**src/sv/coap_message_parser_top_assert.svh**
```systemverilog
// ----------------------------------------------------------------------------
// Assertion macros for the CoAP message parser
// Clocked concurrent checks, disabled while reset is high.
// ----------------------------------------------------------------------------
`ifndef COAP_MESSAGE_PARSER_TOP_ASSERT_SVH
`define COAP_MESSAGE_PARSER_TOP_ASSERT_SVH

// check that an expression holds at every edge
`define CMP_ASSERT_ALWAYS(label, expr, msg) \
   label: assert property (@(posedge clock) disable iff (reset) (expr)) else $error(msg);

// check that a consequent holds in the cycle after an antecedent
`define CMP_ASSERT_NEXT(label, ante, cons, msg) \
   label: assert property (@(posedge clock) disable iff (reset) (ante) |=> (cons)) \
      else $error(msg);

// check that a consequent holds in the same cycle as an antecedent
`define CMP_ASSERT_SAME(label, ante, cons, msg) \
   label: assert property (@(posedge clock) disable iff (reset) (ante) |-> (cons)) \
      else $error(msg);

`endif

```
**src/sv/cmp_pkg.sv**
```systemverilog
// ----------------------------------------------------------------------------
// CoAP message parser package
// Item types, result codes and size limits shared by the parser ports.
// ----------------------------------------------------------------------------
`timescale 1ns / 1ps
`default_nettype none

package cmp_pkg;

   localparam int MAX_PACKET  = 512;
   localparam int MAX_OPTIONS = 10;
   localparam int IDX_W       = $clog2(MAX_PACKET + 1);
   localparam int MAX_TOKEN   = 8;

   localparam logic [1:0] COAP_VERSION    = 2'd1;
   localparam logic [1:0] TYPE_ACK        = 2'd2;
   localparam logic [7:0] PAYLOAD_MARKER  = 8'hFF;
   localparam logic [3:0] NIBBLE_EXT_BYTE = 4'd13;
   localparam logic [3:0] NIBBLE_EXT_WORD = 4'd14;
   localparam logic [3:0] NIBBLE_RESERVED = 4'd15;

   typedef enum logic [2:0] {
      KIND_HEADER  = 3'd0,
      KIND_TOKEN   = 3'd1,
      KIND_OPTION  = 3'd2,
      KIND_VALUE   = 3'd3,
      KIND_PAYLOAD = 3'd4,
      KIND_END     = 3'd5
   } kind_type;

   typedef enum logic [2:0] {
      ST_ACK     = 3'd0,
      ST_SHORT   = 3'd1,
      ST_VERSION = 3'd2,
      ST_TOKEN   = 3'd3,
      ST_OPTION  = 3'd4,
      ST_NOT_ACK = 3'd5
   } status_type;

   typedef struct packed {
      logic [7:0] data_byte;
      logic       end_of_datagram;
   } req_type;

   typedef struct packed {
      kind_type   item_kind;
      logic [1:0]  message_type;
      logic [3:0]  token_length;
      logic [7:0]  message_code;
      logic [15:0] message_id;
      logic [15:0] option_number;
      logic [15:0] option_length;
      logic [7:0]  value_byte;
      status_type  status;
      logic        last_of_run;
   } rsp_type;

endpackage

`default_nettype wire

```
**src/sv/coap_message_parser_top.sv**
```systemverilog
// ----------------------------------------------------------------------------
// CoAP message parser
// Decodes a byte stream of CoAP datagrams into header, token, option,
// value, payload and end-of-packet items.
// ----------------------------------------------------------------------------
// Usage:
//   req_*  : one datagram byte per item, end_of_datagram on the final byte.
//   rsp_*  : decoded items; every byte yields zero, one or two items, and
//            last_of_run marks the final item of a byte.
// Items are registered in the output queue and appear on rsp_* from its head.
// Throughput: one byte per clock while at most one item waits in the
//   three-entry output queue; the output port moves one item per clock while
//   rsp_ready is high. A byte that yields two items (a datagram's last byte)
//   can fill the queue, and req_ready drops once two items are queued.
// Reset: parser returns to header byte zero and the output queue empties.
// Stall: when rsp_ready is low items collect in the queue; req_ready falls
//   with two items queued, so no item is lost or dropped.
// Bytes beyond MAX_PACKET in a datagram are consumed without items, but for the end item.
// ----------------------------------------------------------------------------
`timescale 1ns / 1ps
`default_nettype none

`include "coap_message_parser_top_assert.svh"

module coap_message_parser_top
   import cmp_pkg::*;
(
   input  wire logic    clock,
   input  wire logic    reset,
   input  wire logic    req_valid,
   output logic         req_ready,
   input  wire req_type req_data,
   output logic         rsp_valid,
   input  wire logic    rsp_ready,
   output rsp_type      rsp_data
);

   typedef enum logic [3:0] {
      PH_H0      = 4'd0,
      PH_H1      = 4'd1,
      PH_H2      = 4'd2,
      PH_H3      = 4'd3,
      PH_TOKEN   = 4'd4,
      PH_OPT     = 4'd5,
      PH_D13     = 4'd6,
      PH_D14H    = 4'd7,
      PH_D14L    = 4'd8,
      PH_L13     = 4'd9,
      PH_L14H    = 4'd10,
      PH_L14L    = 4'd11,
      PH_VALUE   = 4'd12,
      PH_PAYLOAD = 4'd13,
      PH_DISCARD = 4'd14
   } phase_type;

   typedef struct packed {
      logic [1:0]  msg_type;
      logic [3:0]  tkl;
      logic [7:0]  code;
      logic [15:0] id;
   } hdr_type;

   function automatic rsp_type mk_rsp(kind_type k, hdr_type h, logic [15:0] num,
                                      logic [15:0] len, logic [7:0] v, status_type s);
      rsp_type r;
      r.item_kind     = k;
      r.message_type  = h.msg_type;
      r.token_length  = h.tkl;
      r.message_code  = h.code;
      r.message_id    = h.id;
      r.option_number = num;
      r.option_length = len;
      r.value_byte    = v;
      r.status        = s;
      r.last_of_run   = 1'b0;
      return r;
   endfunction

   phase_type        phase_ff, phase_in;
   logic [IDX_W-1:0] idx_ff, idx_in;
   hdr_type          hdr_ff, hdr_in;
   status_type       err_ff, err_in;
   logic [3:0]       tok_ff, tok_in;
   logic [15:0]      num_ff, num_in;
   logic [15:0]      dlt_ff, dlt_in;
   logic [15:0]      vlen_ff, vlen_in;
   logic [3:0]       opts_ff, opts_in;

   rsp_type          q_ff [3];
   rsp_type          q_in [3];
   logic [1:0]       cnt_ff, cnt_in;

   rsp_type          res0, res1, fin;
   logic [1:0]       n_res;
   logic             acc;

   assign acc       = req_valid && req_ready;
   assign req_ready = (cnt_ff <= 2'd1);
   assign rsp_valid = (cnt_ff != 2'd0);
   assign rsp_data  = q_ff[0];

   // parse one byte
   always_comb begin
      logic [7:0] b;
      logic       delta_fin;
      logic       open_opt;
      status_type st;
      b         = req_data.data_byte;
      delta_fin = 1'b0;
      open_opt  = 1'b0;
      st        = ST_ACK;
      phase_in  = phase_ff;
      idx_in    = idx_ff;
      hdr_in    = hdr_ff;
      err_in    = err_ff;
      tok_in    = tok_ff;
      num_in    = num_ff;
      dlt_in    = dlt_ff;
      vlen_in   = vlen_ff;
      opts_in   = opts_ff;
      n_res     = 2'd0;
      res0      = '0;
      res1      = '0;
      fin       = '0;
      if (idx_ff < IDX_W'(MAX_PACKET)) begin
         idx_in = idx_ff + IDX_W'(1);
         unique case (phase_ff)
            PH_H0: begin
               hdr_in   = '{msg_type: b[5:4], tkl: b[3:0], code: 8'd0, id: 16'd0};
               err_in   = (b[7:6] != COAP_VERSION) ? ST_VERSION : ST_ACK;
               phase_in = PH_H1;
            end
            PH_H1: begin
               hdr_in.code = b;
               phase_in    = PH_H2;
            end
            PH_H2: begin
               hdr_in.id[15:8] = b;
               phase_in        = PH_H3;
            end
            PH_H3: begin
               hdr_in.id[7:0] = b;
               res0  = mk_rsp(KIND_HEADER, hdr_in, 16'd0, 16'd0, 8'd0, ST_ACK);
               n_res = 2'd1;
               if (err_ff != ST_ACK) begin
                  phase_in = PH_DISCARD;
               end else if (hdr_in.tkl > 4'(MAX_TOKEN)) begin
                  err_in   = ST_TOKEN;
                  phase_in = PH_DISCARD;
               end else if (hdr_in.tkl == 4'd0) begin
                  phase_in = PH_OPT;
               end else begin
                  tok_in   = hdr_in.tkl;
                  phase_in = PH_TOKEN;
               end
            end
            PH_TOKEN: begin
               res0   = mk_rsp(KIND_TOKEN, hdr_ff, 16'd0, 16'd0, b, ST_ACK);
               n_res  = 2'd1;
               tok_in = tok_ff - 4'd1;
               if (tok_in == 4'd0) begin
                  phase_in = PH_OPT;
               end
            end
            PH_OPT: begin
               if (b == PAYLOAD_MARKER) begin
                  phase_in = PH_PAYLOAD;
               end else if (opts_ff >= 4'(MAX_OPTIONS)) begin
                  phase_in = PH_DISCARD;
               end else if (b[7:4] == NIBBLE_RESERVED || b[3:0] == NIBBLE_RESERVED) begin
                  err_in   = ST_OPTION;
                  phase_in = PH_DISCARD;
               end else begin
                  vlen_in = {12'd0, b[3:0]};
                  if (b[7:4] < NIBBLE_EXT_BYTE) begin
                     dlt_in    = {12'd0, b[7:4]};
                     delta_fin = 1'b1;
                  end else begin
                     phase_in = (b[7:4] == NIBBLE_EXT_BYTE) ? PH_D13 : PH_D14H;
                  end
               end
            end
            PH_D13: begin
               dlt_in    = {8'd0, b} + 16'd13;
               delta_fin = 1'b1;
            end
            PH_D14H: begin
               dlt_in   = {8'd0, b};
               phase_in = PH_D14L;
            end
            PH_D14L: begin
               dlt_in    = {dlt_ff[7:0], b} + 16'd269;
               delta_fin = 1'b1;
            end
            PH_L13: begin
               vlen_in  = {8'd0, b} + 16'd13;
               open_opt = 1'b1;
            end
            PH_L14H: begin
               vlen_in  = {8'd0, b};
               phase_in = PH_L14L;
            end
            PH_L14L: begin
               vlen_in  = {vlen_ff[7:0], b} + 16'd269;
               open_opt = 1'b1;
            end
            PH_VALUE: begin
               res0    = mk_rsp(KIND_VALUE, hdr_ff, num_ff, 16'd0, b, ST_ACK);
               n_res   = 2'd1;
               vlen_in = vlen_ff - 16'd1;
               if (vlen_in == 16'd0) begin
                  phase_in = PH_OPT;
               end
            end
            PH_PAYLOAD: begin
               res0  = mk_rsp(KIND_PAYLOAD, hdr_ff, 16'd0, 16'd0, b, ST_ACK);
               n_res = 2'd1;
            end
            default: begin
               phase_in = phase_ff;
            end
         endcase
         if (delta_fin) begin
            if (vlen_in == 16'(NIBBLE_EXT_BYTE)) begin
               phase_in = PH_L13;
            end else if (vlen_in == 16'(NIBBLE_EXT_WORD)) begin
               phase_in = PH_L14H;
            end else begin
               open_opt = 1'b1;
            end
         end
         if (open_opt) begin
            num_in   = num_ff + dlt_in;
            opts_in  = opts_ff + 4'd1;
            res0     = mk_rsp(KIND_OPTION, hdr_in, num_in, vlen_in, 8'd0, ST_ACK);
            n_res    = 2'd1;
            phase_in = (vlen_in != 16'd0) ? PH_VALUE : PH_OPT;
         end
      end
      if (req_data.end_of_datagram) begin
         priority if (phase_in <= PH_TOKEN) begin
            st = ST_SHORT;
         end else if (phase_in >= PH_D13 && phase_in <= PH_VALUE) begin
            st = ST_OPTION;
         end else if (err_in != ST_ACK) begin
            st = err_in;
         end else begin
            st = (hdr_in.msg_type == TYPE_ACK) ? ST_ACK : ST_NOT_ACK;
         end
         fin = mk_rsp(KIND_END, (phase_in >= PH_TOKEN) ? hdr_in : '0,
                      16'd0, 16'd0, 8'd0, st);
         if (n_res == 2'd0) begin
            res0 = fin;
         end else begin
            res1 = fin;
         end
         n_res    = n_res + 2'd1;
         phase_in = PH_H0;
         idx_in   = '0;
         hdr_in   = '0;
         err_in   = ST_ACK;
         tok_in   = '0;
         num_in   = '0;
         dlt_in   = '0;
         vlen_in  = '0;
         opts_in  = '0;
      end
      if (n_res == 2'd1) begin
         res0.last_of_run = 1'b1;
      end
      if (n_res == 2'd2) begin
         res1.last_of_run = 1'b1;
      end
   end

   // output queue: shift on pop, append new items behind
   always_comb begin
      logic       pop;
      logic [1:0] base;
      logic [1:0] push;
      rsp_type    sh [3];
      pop   = rsp_valid && rsp_ready;
      push  = acc ? n_res : 2'd0;
      base  = cnt_ff - {1'b0, pop};
      sh[0] = pop ? q_ff[1] : q_ff[0];
      sh[1] = pop ? q_ff[2] : q_ff[1];
      sh[2] = q_ff[2];
      for (int i = 0; i < 3; i++) begin
         q_in[i] = sh[i];
         if (push != 2'd0 && 2'(i) == base) begin
            q_in[i] = res0;
         end else if (push == 2'd2 && 2'(i) == base + 2'd1) begin
            q_in[i] = res1;
         end
      end
      cnt_in = base + push;
   end

   always_ff @(posedge clock) begin
      q_ff <= q_in;
      if (reset) begin
         cnt_ff   <= '0;
         phase_ff <= PH_H0;
         idx_ff   <= '0;
         hdr_ff   <= '0;
         err_ff   <= ST_ACK;
         tok_ff   <= '0;
         num_ff   <= '0;
         dlt_ff   <= '0;
         vlen_ff  <= '0;
         opts_ff  <= '0;
      end else begin
         cnt_ff <= cnt_in;
         if (acc) begin
            phase_ff <= phase_in;
            idx_ff   <= idx_in;
            hdr_ff   <= hdr_in;
            err_ff   <= err_in;
            tok_ff   <= tok_in;
            num_ff   <= num_in;
            dlt_ff   <= dlt_in;
            vlen_ff  <= vlen_in;
            opts_ff  <= opts_in;
         end
      end
   end

   `CMP_ASSERT_NEXT(a_end_clears, acc && req_data.end_of_datagram,
      phase_ff == PH_H0 && idx_ff == '0, "datagram end did not clear parser")
   `CMP_ASSERT_SAME(a_end_last, rsp_valid && rsp_data.item_kind == KIND_END,
      rsp_data.last_of_run, "packet end item without last_of_run")
   `CMP_ASSERT_ALWAYS(a_idx_bound, idx_ff <= IDX_W'(MAX_PACKET), "byte index overrun")
   `CMP_ASSERT_SAME(a_discard_cause, phase_ff == PH_DISCARD,
      err_ff != ST_ACK || opts_ff >= 4'(MAX_OPTIONS), "discard without cause")

endmodule

`default_nettype wire

```
**config.mk**
```make
export PLATFORM = sky130hd
export DESIGN_NAME = coap_message_parser_top
export DESIGN_NICKNAME = d
export VERILOG_FILES = /design/src/sv/cmp_pkg.sv /design/src/sv/coap_message_parser_top.sv
export VERILOG_INCLUDE_DIRS = /design/src /design/src/sv
export SDC_FILE = /design/constraint.sdc
export NUM_CORES = 1
export LEC_CHECK = 0
export CELL_PAD_IN_SITES_DETAIL_PLACEMENT = 1
export CELL_PAD_IN_SITES_GLOBAL_PLACEMENT = 1
export CORE_ASPECT_RATIO = 0.5
export CORE_MARGIN = 2
export CORE_UTILIZATION = 46
export DETAILED_ROUTE_END_ITERATION = 12
export DONT_BUFFER_PORTS = 1
export PLACE_DENSITY = 0.89
export RECOVER_POWER = 100
export SYNTH_ARGS = -nofsm -noshare
export SYNTH_HDL_FRONTEND = slang
export SYNTH_SLANG_ARGS = --single-unit
```
**constraint.sdc**
```tcl
create_clock -name clock -period 7.4 [get_ports clock]
set_clock_uncertainty 0.05 [all_clocks]
set_input_delay 0 -clock clock [delete_from_list [all_inputs] [get_ports clock]]
set_output_delay 0 -clock clock [all_outputs]
set_load 0.005 [all_outputs]
```
==> results of run 1 <==
## cells in the mapped netlist, drive strengths merged, types with 5 or more instances
cell       n
a211o      6
a211oi     7
a21boi    13
a21o      14
a21oi     85
a221o     28
a221oi    43
a22o      25
a22oi    105
a2bb2oi    5
a31oi     14
and2      16
and3      23
buf      104
clkbuf   117
dfxtp    105
edfxtp   231
ha        28
inv       40
mux2i     10
nand2    207
nand2b    11
nand3     71
nand4     15
nor2     243
nor2b     18
nor3      32
nor4      12
o211ai     7
o21a       8
o21ai    142
o22ai     18
o2bb2ai   11
o311ai     5
o31ai     12
or3        7
or4        7
xnor2     24
xor2      24
## layout make-up
class                           instances  area [um2]
Tap cell                              530         663
Sequential cell                       336        9040
Clock inverter                         14         146
Timing Repair Buffer                   61         497
Inverter                               40         150
Clock buffer                           47         931
Multi-Input combinational cell       1360        8220
Fill cell                            4437       19700
## metrics by stage
stage	cell area [um2]	worst slack [ns]	hold slack, ns	instances	utilization [%]
global placement	18500	0.702	0.0330	2311	47.0
detailed placement	18500	0.467	0.0366	2311	47.0
finish	19600	0.248	0.00310	2388	50.0
global route	19600	0.0206	0.00530	2388	50.0
CTS	19700	0.412	0.00505	2388	50.2
floorplan	18600	0.0771	0.203	1957	-
## per-layer routing
| metal | GRT usage [%] | wire length (um) |
|---|---|---|
| met1 | 38.5 | 25300 |
| met2 | 48.1 | 29700 |
| met3 | 5.14 | 5440 |
| met4 | 11.6 | 2450 |
| met5 | 0 | 0 |
## cell families after synthesis
family / Yosys count / synth area share [%]
AOI/OAI and AO/OA: 577 / 21.9
xor gates and xnor gates: 48 / 2.27
adders and majority gates: 29 / 2.00
buffers and inverters: 261 / 7.04
DFF: 336 / 48.7
muxes: 12 / 0.661
and+or+nand+nor: 694 / 17.4
## state kept, by name, indices dropped and copies added, names as in the netlist
register	count
hdr_ff	30
idx_ff	10
num_ff	16
phase_ff	4
tok_ff	4
cnt_ff	2
dlt_ff	16
rsp_data	77
q_ff	154
opts_ff	4
vlen_ff	16
err_ff	3
## path summary, 6_finish.rpt
kind	from	endpoint	slack (ns)	cells after the start
hold reg to reg	dlt_ff[15]$_SDFFE_PP0P_	dlt_ff[15]$_SDFFE_PP0P_	0.46	2
setup reg to reg	phase_ff[3]$_SDFFE_PP0P_	q_ff[129]$_DFFE_PP_	0.25	16
hold / removal	req_valid	opts_ff[0]$_SDFFE_PP0P_	0.003	5
setup / recovery	phase_ff[3]$_SDFFE_PP0P_	q_ff[129]$_DFFE_PP_	0.25	16
## worst register-to-register path, stage by stage (launching register included)
cell	delay (ns)
sky130_fd_sc_hd__dfxtp_1	0.48
sky130_fd_sc_hd__clkbuf_1	0.42
sky130_fd_sc_hd__nand3b_1	0.17
sky130_fd_sc_hd__and4_1	0.41
sky130_fd_sc_hd__o31a_1	0.36
sky130_fd_sc_hd__a2111o_1	0.36
sky130_fd_sc_hd__a211o_1	0.27
sky130_fd_sc_hd__or4_4	0.59
sky130_fd_sc_hd__o41a_4	0.42
sky130_fd_sc_hd__o21ai_2	0.24
sky130_fd_sc_hd__inv_2	0.23
sky130_fd_sc_hd__ha_1	0.42
sky130_fd_sc_hd__nand2b_1	0.23
sky130_fd_sc_hd__nor2_1	0.34
sky130_fd_sc_hd__nor2_4	0.06
sky130_fd_sc_hd__nand2_1	1.15
sky130_fd_sc_hd__buf_2	0.61
## power by group through the flow
stage	Clock, mW	Sequential (mW)	Combinational [mW]
final	1.74	2.81	1.01
after global routing	1.82	2.84	1.09
after CTS	1.76	2.82	1.01
after detailed placement	0	2.85	0.961
after global placement	0	2.82	0.911
after floorplan	0	2.72	0.956
==> Flow_metrics.wiki, run 1 <==
{| class="wikitable"
! Metric !! Value
|-
| Sequential-to-total area share from yosys stat || 48.7%
|-
| Detailed-placement wirelength estimate || 40500 um
|-
| Maximum level of the CTS H-tree || 2
|-
| Via count of the first global-routing pass || 16.2k
|-
| GPL Wtd Cong || 0.954
|-
| Cell class contributing the biggest share of worst-path delay || simple AND/OR/NAND/NOR gates
|-
| Tightest Hold Check Type || input pin to register
|-
| Highest fanout seen on the critical path || 29
|-
| Synthesized area per cell || 9.48 um2
|-
| Final sum of negative setup slack || 0 ns
|-
| Net Sw Frac || 30.5%
|-
| Req. time, crit path || 7.52 ns
|-
| Max VDD drop || 0.148 mV
|-
| Library cell with the largest summed area after synthesis || sky130_fd_sc_hd__edfxtp_1
|-
| Area delta synth->final || 5.89%
|-
| Most frequent standard cell in the layout excluding fill and tap cells || sky130_fd_sc_hd__nor2_1
|-
| Final min period || 7.15 ns
|-
| Achievable Freq || 140 MHz
|-
| Number of endpoints failing setup at the final stage || 0
|-
| Total number of clock tree sinks || 336
|-
| Synth area leaders || sky130_fd_sc_hd__edfxtp_1 (37%), sky130_fd_sc_hd__dfxtp_1 (11%), sky130_fd_sc_hd__nor2_1 (4.9%)
|-
| Number of I/O port buffers || 0
|-
| Cell-internal power || 3.87 mW
|-
| Logic pwr share || 18.2%
|-
| Type of destination of the critical path || register
|-
| Total number of vias || 16.0k
|-
| Count of yosys warnings during synthesis || 0
|-
| Die ar. || 42100 um2
|-
| Number of nets in the layout || 1875
|-
| Root Buffer Master || sky130_fd_sc_hd__clkbuf_16
|-
| Worst-Margin Slew || 4.76 ns
|-
| Clock latency on the worst-skew pair || 0.53 ns
|-
| Number of gates resized after cts || 0
|-
| I/O Pins || 92
|-
| Setup repair after global routing missed its margin || false
|-
| Fraction of final layout cells with drive strength greater than 1 || 6.62%
|-
| Initial antenna violation count || 1
|-
| NetSw || 1.69 mW
|-
| First-pass GRT wire length || 97000 um
|-
| Number of hold violations in the final report || 0
|-
| Final global-route overflow total || 0
|-
| Critical path class || register to register
|-
| First-pass iteration count of the detailed router || 5
|-
| Max-cap violations || 6
|-
| Number of distinct standard cells referenced by the synthesized netlist || 92
|-
| Total power density per cell area || 283 nW/um2
|-
| Buffer count from post-CTS setup fixing || 0
|-
| Cells along the critical path || clkbuf_1 > nand3b_1 > and4_1 > o31a_1 > a2111o_1 > a211o_1 > or4_4 > o41a_4 > o21ai_2 > inv_2 > ha_1 > nand2b_1 > nor2_1 > nor2_4 > nand2_1 > buf_2
|-
| Count of antenna-violating nets left after detailed routing || 0
|-
| Mapped cell area || 18600 um2
|-
| Core Rows || 51
|-
| Bufs and invs on worst path || 3
|-
| Result of the run || complete, but fails checks
|-
| Clock-pin slew on the worst setup and hold paths || 0.07 ns
|-
| Clock Tree Buf Depth || 3
|-
| Violations in the final reports || capacitance limit, slew limit
|-
| Clock buffers created by TritonCTS || 34
|-
| Fraction of post-synthesis cell area in the top cell type by area || 37.4%
|-
| Category of the worst setup path launch point || register
|-
| Max-slew violations || 171
|-
| Maximum number of pins on one net before global-route repair || 96
|-
| Clk network pwr share || 31.3%
|-
| Core outline area || 39300 um2
|-
| Overall fraction of global-route tracks in use || 29.3%
|-
| Final Routed Wirelength || 62800 um
|-
| Post-synth EDFFs || 231
|-
| Starting density of the core || 47.2%
|-
| Portion of the clock cycle consumed by the worst path in the final layout || 96.6%
|-
| Vias per Instance || 6.70
|-
| Post-CTS Hold Buffers || 16
|-
| Residual DRC || 0
|-
| Sequential share of power || 50.6%
|-
| Synth async-reset ratio || 0%
|-
| Die Height || 146 um
|-
| Syn_nets || 1999
|-
| Routed length per placed instance || 26.3 um
|-
| Sum of internal, switching and leakage power || 5.56 mW
|-
| Number of violations reported at the end of detailed-routing iteration 0 || 1768
|-
| Primary flip-flop cell chosen by synthesis mapping || sky130_fd_sc_hd__edfxtp_1
|-
| Commonest non-fill, non-tap cells in the layout || sky130_fd_sc_hd__nor2_1 (238), sky130_fd_sc_hd__edfxtp_1 (231), sky130_fd_sc_hd__nand2_1 (206), sky130_fd_sc_hd__o21ai_0 (139)
|-
| Rel. slew slack || -221%
|-
| Number of instances in the synthesized netlist || 1957
|-
| Clock tree from TritonCTS || yes
|-
| Arrival time of data at the critical path endpoint || 7.27 ns
|-
| Slowest stage cell, crit path || sky130_fd_sc_hd__nand2_1
|-
| Overall die width || 288 um
|-
| FF+latch count, synth || 336
|-
| Static Leakage || 6.85 nW
|-
| Worst path max stage delay || 1.15 ns
|-
| Diode insertion count for antenna repair || 0
|}
Note: power is estimated with default switching activity, not from simulation.
==> inputs of run 2 (changes only) <==
--- a/config.mk
+++ b/config.mk
@@ -9,7 +9,6 @@
 export CELL_PAD_IN_SITES_DETAIL_PLACEMENT = 1
 export CELL_PAD_IN_SITES_GLOBAL_PLACEMENT = 1
 export CORE_ASPECT_RATIO = 0.5
-export CORE_MARGIN = 2
 export CORE_UTILIZATION = 46
 export DETAILED_ROUTE_END_ITERATION = 12
 export DONT_BUFFER_PORTS = 1
==> run 2 against run 1 <==
The run still ends with capacitance limit, slew limit left; first-iteration DRC count down 7.9%; clock power is 5% lower; maximum frequency increased by 2.7%; sequential power about the same; non-clock buffer count rose by 3; cell area is 0.39% lower; critical path depth down 1; core utilization down 0.19 points; total power shrank 1.8%; cell count stayed put; critical endpoint is now q_ff[29]$_SDFFCE_PN0P_; largest cell class unchanged; highest routed layer unchanged.
==> Flow_metrics.wiki, run 2 (synthesis results as in run 1) <==
{| class="wikitable"
! Metric !! Value
|-
| Type of destination of the critical path || register
|-
| Tightest Hold Check Type || input pin to register
|-
| Starting density of the core || 47.2%
|-
| Maximum level of the CTS H-tree || 1
|-
| Rel. slew slack || -206%
|-
| Arrival time of data at the critical path endpoint || 7.11 ns
|-
| Req. time, crit path || 7.54 ns
|-
| Core outline area || 39300 um2
|-
| Total power density per cell area || 279 nW/um2
|-
| Cell-internal power || 3.76 mW
|-
| Final global-route overflow total || 0
|-
| Max VDD drop || 0.170 mV
|-
| Vias per Instance || 6.68
|-
| Setup repair after global routing missed its margin || false
|-
| # fillers || 4452
|-
| Number of violations reported at the end of detailed-routing iteration 0 || 1629
|-
| GPL Wtd Cong || 0.999
|-
| Net Sw Frac || 31.1%
|-
| First-pass GRT wire length || 95700 um
|-
| Initial antenna violation count || 0
|-
| Count of antenna-violating nets left after detailed routing || 0
|-
| Number of nets in the layout || 1875
|-
| Residual DRC || 0
|-
| Result of the run || complete, but fails checks
|-
| Commonest non-fill, non-tap cells in the layout || sky130_fd_sc_hd__nor2_1 (239), sky130_fd_sc_hd__edfxtp_1 (231), sky130_fd_sc_hd__nand2_1 (205), sky130_fd_sc_hd__o21ai_0 (137)
|-
| Number of hold violations in the final report || 0
|-
| I/O Pins || 92
|-
| Max-cap violations || 4
|-
| Overall die width || 286 um
|-
| Worst-Margin Slew || 4.55 ns
|-
| Fin area || 19600 um2
|-
| Clock-pin slew on the worst setup and hold paths || 0.07 ns
|-
| Static Leakage || 6.82 nW
|-
| Sequential share of power || 51.5%
|-
| Total number of clock tree sinks || 336
|-
| Flip-flop count of the largest register after layout || 154
|-
| Largest Register || q_ff
|-
| Clock latency on the worst-skew pair || 0.60 ns
|-
| Cell area after placement || 18400 um2
|-
| Highest fanout seen on the critical path || 50
|-
| Overall fraction of global-route tracks in use || 29.7%
|-
| Critical path class || register to register
|-
| Number of I/O port buffers || 0
|-
| Routed length per placed instance || 26.1 um
|-
| Total number of vias || 16.0k
|-
| Diode insertion count for antenna repair || 0
|-
| Final Routed Wirelength || 62300 um
|-
| Fraction of final layout cells with drive strength greater than 1 || 6.30%
|-
| Achievable Freq || 144 MHz
|-
| Core Rows || 51
|-
| NetSw || 1.70 mW
|-
| Most frequent standard cell in the layout excluding fill and tap cells || sky130_fd_sc_hd__nor2_1
|-
| Detailed-placement wirelength estimate || 39900 um
|-
| Area delta synth->final || 5.48%
|-
| Die ar. || 41200 um2
|-
| Clk network pwr share || 30.4%
|-
| Final core utilization || 49.8%
|-
| Buffer count from post-CTS setup fixing || 0
|-
| Number of endpoints failing setup at the final stage || 0
|-
| Final sum of negative setup slack || 0 ns
|-
| Category of the worst setup path launch point || register
|-
| Clock tree from TritonCTS || yes
|-
| First-pass iteration count of the detailed router || 6
|-
| Violations in the final reports || capacitance limit, slew limit
|-
| Root Buffer Master || sky130_fd_sc_hd__clkbuf_16
|-
| Clock buffers created by TritonCTS || 31
|-
| Maximum number of pins on one net before global-route repair || 96
|-
| Die Height || 144 um
|-
| Max-slew violations || 124
|-
| Final min period || 6.96 ns
|-
| Portion of the clock cycle consumed by the worst path in the final layout || 94.1%
|-
| Clock Tree Buf Depth || 3
|-
| Via count of the first global-routing pass || 16.1k
|-
| Logic pwr share || 18.1%
|-
| Sum of internal, switching and leakage power || 5.46 mW
|}
## run 2: path summary, 6_finish.rpt
check | end | cells after the start | startpoint | slack, ns
hold reg to reg | dlt_ff[3]$_SDFFE_PP0P_ | 2 | dlt_ff[3]$_SDFFE_PP0P_ | 0.46
setup / recovery | q_ff[29]$_SDFFCE_PN0P_ | 15 | phase_ff[0]$_SDFFE_PP0P_ | 0.44
hold / removal | dlt_ff[2]$_SDFFE_PP0P_ | 4 | req_data[7] | 0.04
setup reg to reg | q_ff[29]$_SDFFCE_PN0P_ | 15 | phase_ff[0]$_SDFFE_PP0P_ | 0.44
## run 2: power by group through the flow
stage / registers (mW) / logic, mW / clock network [mW]
detailed placement: 2.85 / 0.940 / 0
global placement: 2.83 / 0.889 / 0
CTS: 2.82 / 0.989 / 1.66
floorplan: 2.72 / 0.956 / 0
finish: 2.81 / 0.990 / 1.66
global route: 2.85 / 1.06 / 1.72
## run 2: timing repair
item,4_1_cts,5_1_grt
endpoints found under the hold margin,230,0
hold buffers,24,0
resized for setup,0,0
## run 2: area by class of cell
| cell class | count | area (um2) | share of cell area [%] |
|---|---|---|---|
| flip-flops and latches | 336 | 9040 | 46.2 |
| multi-input cells | 1360 | 8170 | 41.8 |
| clock buffers | 35 | 801 | 4.09 |
| well taps | 530 | 663 | 3.39 |
| repair buffers | 64 | 539 | 2.76 |
| clock inverters | 23 | 204 | 1.04 |
| inverters | 40 | 150 | 0.767 |
## run 2: critical path: stages (launching register included)
cell	delay [ns]
sky130_fd_sc_hd__dfxtp_1	0.76
sky130_fd_sc_hd__nand3b_1	0.41
sky130_fd_sc_hd__and4_1	0.51
sky130_fd_sc_hd__o31a_1	0.34
sky130_fd_sc_hd__a2111o_1	0.32
sky130_fd_sc_hd__a211o_1	0.23
sky130_fd_sc_hd__or4_1	0.65
sky130_fd_sc_hd__o41a_1	0.51
sky130_fd_sc_hd__o21ai_2	0.27
sky130_fd_sc_hd__inv_2	0.23
sky130_fd_sc_hd__ha_1	0.46
sky130_fd_sc_hd__nor2_1	0.14
sky130_fd_sc_hd__nor2_1	0.24
sky130_fd_sc_hd__a21oi_1	0.17
sky130_fd_sc_hd__nor2_4	0.13
sky130_fd_sc_hd__buf_2	1.07
## run 2: metrics by stage
stage | hold WS (ns) | std cells | setup slack [ns]
floorplan | 0.203 | 1957 | 0.0771
global placement | 0.0337 | 2304 | 1.21
detailed placement | 0.0315 | 2305 | 0.970
CTS | 0.0205 | 2387 | 0.850
global route | 0.0708 | 2388 | 0.197
finish | 0.0399 | 2388 | 0.436
## run 2: layer usage
metal | wire [um] | track usage [%]
met1 | 25700 | 38.6
met2 | 29400 | 49.7
met3 | 4810 | 4.98
met4 | 2350 | 12.1
met5 | 0 | 0
==> inputs of run 3 (changes only) <==
--- a/config.mk
+++ b/config.mk
@@ -12,6 +12,7 @@
 export CORE_UTILIZATION = 46
 export DETAILED_ROUTE_END_ITERATION = 12
 export DONT_BUFFER_PORTS = 1
+export HOLD_SLACK_MARGIN = 0.15
 export PLACE_DENSITY = 0.89
 export RECOVER_POWER = 100
 export SYNTH_ARGS = -nofsm -noshare
==> run 3 against run 2 <==
The flow still finishes with violations (capacitance limit, slew limit); global-route usage barely moved; worst setup slack worse by 0.025 ns; critical endpoint unchanged; cell count hardly changed; first-iteration DRC count grew 6.3%; routed wire length is 0.28% higher; clock power hardly changed; total power about the same; maximum frequency down 0.36%; die area stayed put; non-clock buffer count rose by 1; critical path depth stayed put; hold slack better by 0.15 ns.
==> Flow_metrics.wiki, run 3 (synthesis results as in run 1) <==
{| class="wikitable"
! Metric !! Value
|-
| Setup repair after global routing missed its margin || false
|-
| Overall die width || 286 um
|-
| Clock buffers created by TritonCTS || 31
|-
| Number of hold violations in the final report || 0
|-
| Number of violations reported at the end of detailed-routing iteration 0 || 1731
|-
| I/O Pins || 92
|-
| Sum of internal, switching and leakage power || 5.47 mW
|-
| Worst-case setup margin in the final layout || 0.411 ns
|-
| Highest fanout seen on the critical path || 50
|-
| Initial antenna violation count || 0
|-
| Total number of clock tree sinks || 336
|-
| Critical path class || register to register
|-
| Count of antenna-violating nets left after detailed routing || 0
|-
| First-pass GRT wire length || 95600 um
|-
| # fillers || 4452
|-
| Clock latency on the worst-skew pair || 0.60 ns
|-
| Cells along the critical path || nand3b_1 > and4_1 > o31a_1 > a2111o_1 > a211o_1 > or4_1 > o41a_1 > o21ai_2 > inv_2 > ha_1 > nor2_1 > nor2_1 > a21oi_1 > nor2_4 > buf_2
|-
| Worst-Margin Slew || 4.62 ns
|-
| Die Height || 144 um
|-
| NetSw || 1.71 mW
|-
| Starting density of the core || 47.2%
|-
| Rel. slew slack || -211%
|-
| Commonest non-fill, non-tap cells in the layout || sky130_fd_sc_hd__nor2_1 (239), sky130_fd_sc_hd__edfxtp_1 (231), sky130_fd_sc_hd__nand2_1 (205), sky130_fd_sc_hd__o21ai_0 (137)
|-
| Cell class contributing the biggest share of worst-path delay || simple AND/OR/NAND/NOR gates
|-
| Type of destination of the critical path || register
|-
| GPL Wtd Cong || 0.999
|-
| Fin area || 19600 um2
|-
| Residual DRC || 0
|-
| Cell-internal power || 3.76 mW
|-
| Violations in the final reports || capacitance limit, slew limit
|-
| Clock Tree Buf Depth || 3
|-
| Sequential share of power || 51.5%
|-
| Core outline area || 39300 um2
|-
| Cell area after placement || 18400 um2
|-
| Total power density per cell area || 279 nW/um2
|-
| Arrival time of data at the critical path endpoint || 7.13 ns
|-
| Net Sw Frac || 31.2%
|-
| Tightest Hold Check Type || input pin to register
|-
| Final min period || 6.99 ns
|-
| Slowest stage cell, crit path || sky130_fd_sc_hd__buf_2
|-
| Final sum of negative setup slack || 0 ns
|-
| Max VDD drop || 0.172 mV
|-
| Max-slew violations || 124
|-
| First-pass iteration count of the detailed router || 6
|-
| Static Leakage || 6.82 nW
|-
| Bufs and invs on worst path || 2
|-
| Category of the worst setup path launch point || register
|-
| Via count of the first global-routing pass || 16.1k
|-
| Achievable Freq || 143 MHz
|-
| Number of cells after detailed placement || 2305
|-
| Req. time, crit path || 7.54 ns
|-
| Final Routed Wirelength || 62500 um
|-
| Largest Register || q_ff
|-
| Flip-flop count of the largest register after layout || 154
|-
| Routed length per placed instance || 26.1 um
|-
| Clk network pwr share || 30.3%
|-
| Maximum level of the CTS H-tree || 1
|-
| Max-cap violations || 4
|-
| Final global-route overflow total || 0
|-
| Worst path max stage delay || 1.08 ns
|-
| Logic pwr share || 18.2%
|-
| Portion of the clock cycle consumed by the worst path in the final layout || 94.4%
|-
| Root Buffer Master || sky130_fd_sc_hd__clkbuf_16
|-
| Post-CTS Hold Buffers || 25
|-
| Number of gates resized after cts || 0
|-
| Number of nets in the layout || 1876
|-
| Crit path top cell by count || sky130_fd_sc_hd__nor2_1
|-
| Fraction of final layout cells with drive strength greater than 1 || 6.29%
|-
| Buffer count from post-CTS setup fixing || 0
|-
| Die ar. || 41200 um2
|-
| Detailed-placement wirelength estimate || 39900 um
|-
| Core Rows || 51
|-
| Overall fraction of global-route tracks in use || 29.7%
|-
| Maximum number of pins on one net before global-route repair || 96
|-
| Vias per Instance || 6.70
|-
| Clock-pin slew on the worst setup and hold paths || 0.08 ns
|-
| Clock tree from TritonCTS || yes
|-
| Area delta synth->final || 5.54%
|-
| Number of I/O port buffers || 0
|-
| Number of endpoints failing setup at the final stage || 0
|-
| Non-filler cells, final || 2390
|-
| Result of the run || complete, but fails checks
|-
| Dpl ws || 0.970 ns
|-
| Total number of vias || 16.0k
|-
| Most frequent standard cell in the layout excluding fill and tap cells || sky130_fd_sc_hd__nor2_1
|}
run 3: cell count changes in the layout (fill, tap and decap cells not counted):
cell | before | now
sky130_fd_sc_hd__dlygate4sd3_1 | 23 | 24
sky130_fd_sc_hd__diode_2 | 0 | 1
run 3: per-layer routing:
metal / global-route usage, % / up-vias / share of wire [%]
met5: 0 / - / 0
li1: - / 6967 / -
met1: 38.4 / 8035 / 41
met4: 11.9 / 0 / 3.7
met2: 49.9 / 861 / 47
met3: 5.03 / 153 / 7.6
run 3: per-stage QoR:
stage,utilization [%],hold slack (ns)
final,49.8,0.192
after CTS,50.2,0.160
after global placement,46.9,0.0337
after global routing,49.8,0.220
after floorplan,-,0.203
after detailed placement,46.9,0.0315
run 3: final timing paths:
check,from,to,slack (ns),cells past startpoint
setup reg to reg,phase_ff[0]$_SDFFE_PP0P_,q_ff[29]$_SDFFCE_PN0P_,0.41,15
hold reg to reg,dlt_ff[3]$_SDFFE_PP0P_,dlt_ff[3]$_SDFFE_PP0P_,0.46,2
hold / removal,req_data[3],dlt_ff[6]$_SDFFE_PP0P_,0.19,6
setup / recovery,phase_ff[0]$_SDFFE_PP0P_,q_ff[29]$_SDFFCE_PN0P_,0.41,15
run 3: worst reg2reg max path: stages, from the launching register on:
cell and delay (ns):
sky130_fd_sc_hd__dfxtp_1 0.78, sky130_fd_sc_hd__nand3b_1 0.40, sky130_fd_sc_hd__and4_1 0.50, sky130_fd_sc_hd__o31a_1 0.34, sky130_fd_sc_hd__a2111o_1 0.32, sky130_fd_sc_hd__a211o_1 0.23
sky130_fd_sc_hd__or4_1 0.66, sky130_fd_sc_hd__o41a_1 0.52, sky130_fd_sc_hd__o21ai_2 0.27, sky130_fd_sc_hd__inv_2 0.23, sky130_fd_sc_hd__ha_1 0.46, sky130_fd_sc_hd__nor2_1 0.14
sky130_fd_sc_hd__nor2_1 0.24, sky130_fd_sc_hd__a21oi_1 0.17, sky130_fd_sc_hd__nor2_4 0.13, sky130_fd_sc_hd__buf_2 1.08
run 3: layout make-up:
| class | instances | area (um2) | share of cell area, % |
|---|---|---|---|
| antenna | 1 | 2.50 | 0.0128 |
| clock buffer | 35 | 801 | 4.09 |
| clock inverter | 23 | 204 | 1.04 |
| inverter | 40 | 150 | 0.767 |
| multi-input combinational | 1360 | 8170 | 41.7 |
| sequential | 336 | 9040 | 46.2 |
| tap | 530 | 663 | 3.39 |
| timing repair buffer | 65 | 549 | 2.81 |
run 3: power groups by stage:
stage	clock, mW	combinational (mW)	sequential (mW)
floorplan	0	0.956	2.72
global placement	0	0.889	2.83
detailed placement	0	0.940	2.85
CTS	1.66	0.991	2.82
global route	1.73	1.07	2.85
finish	1.66	0.995	2.82
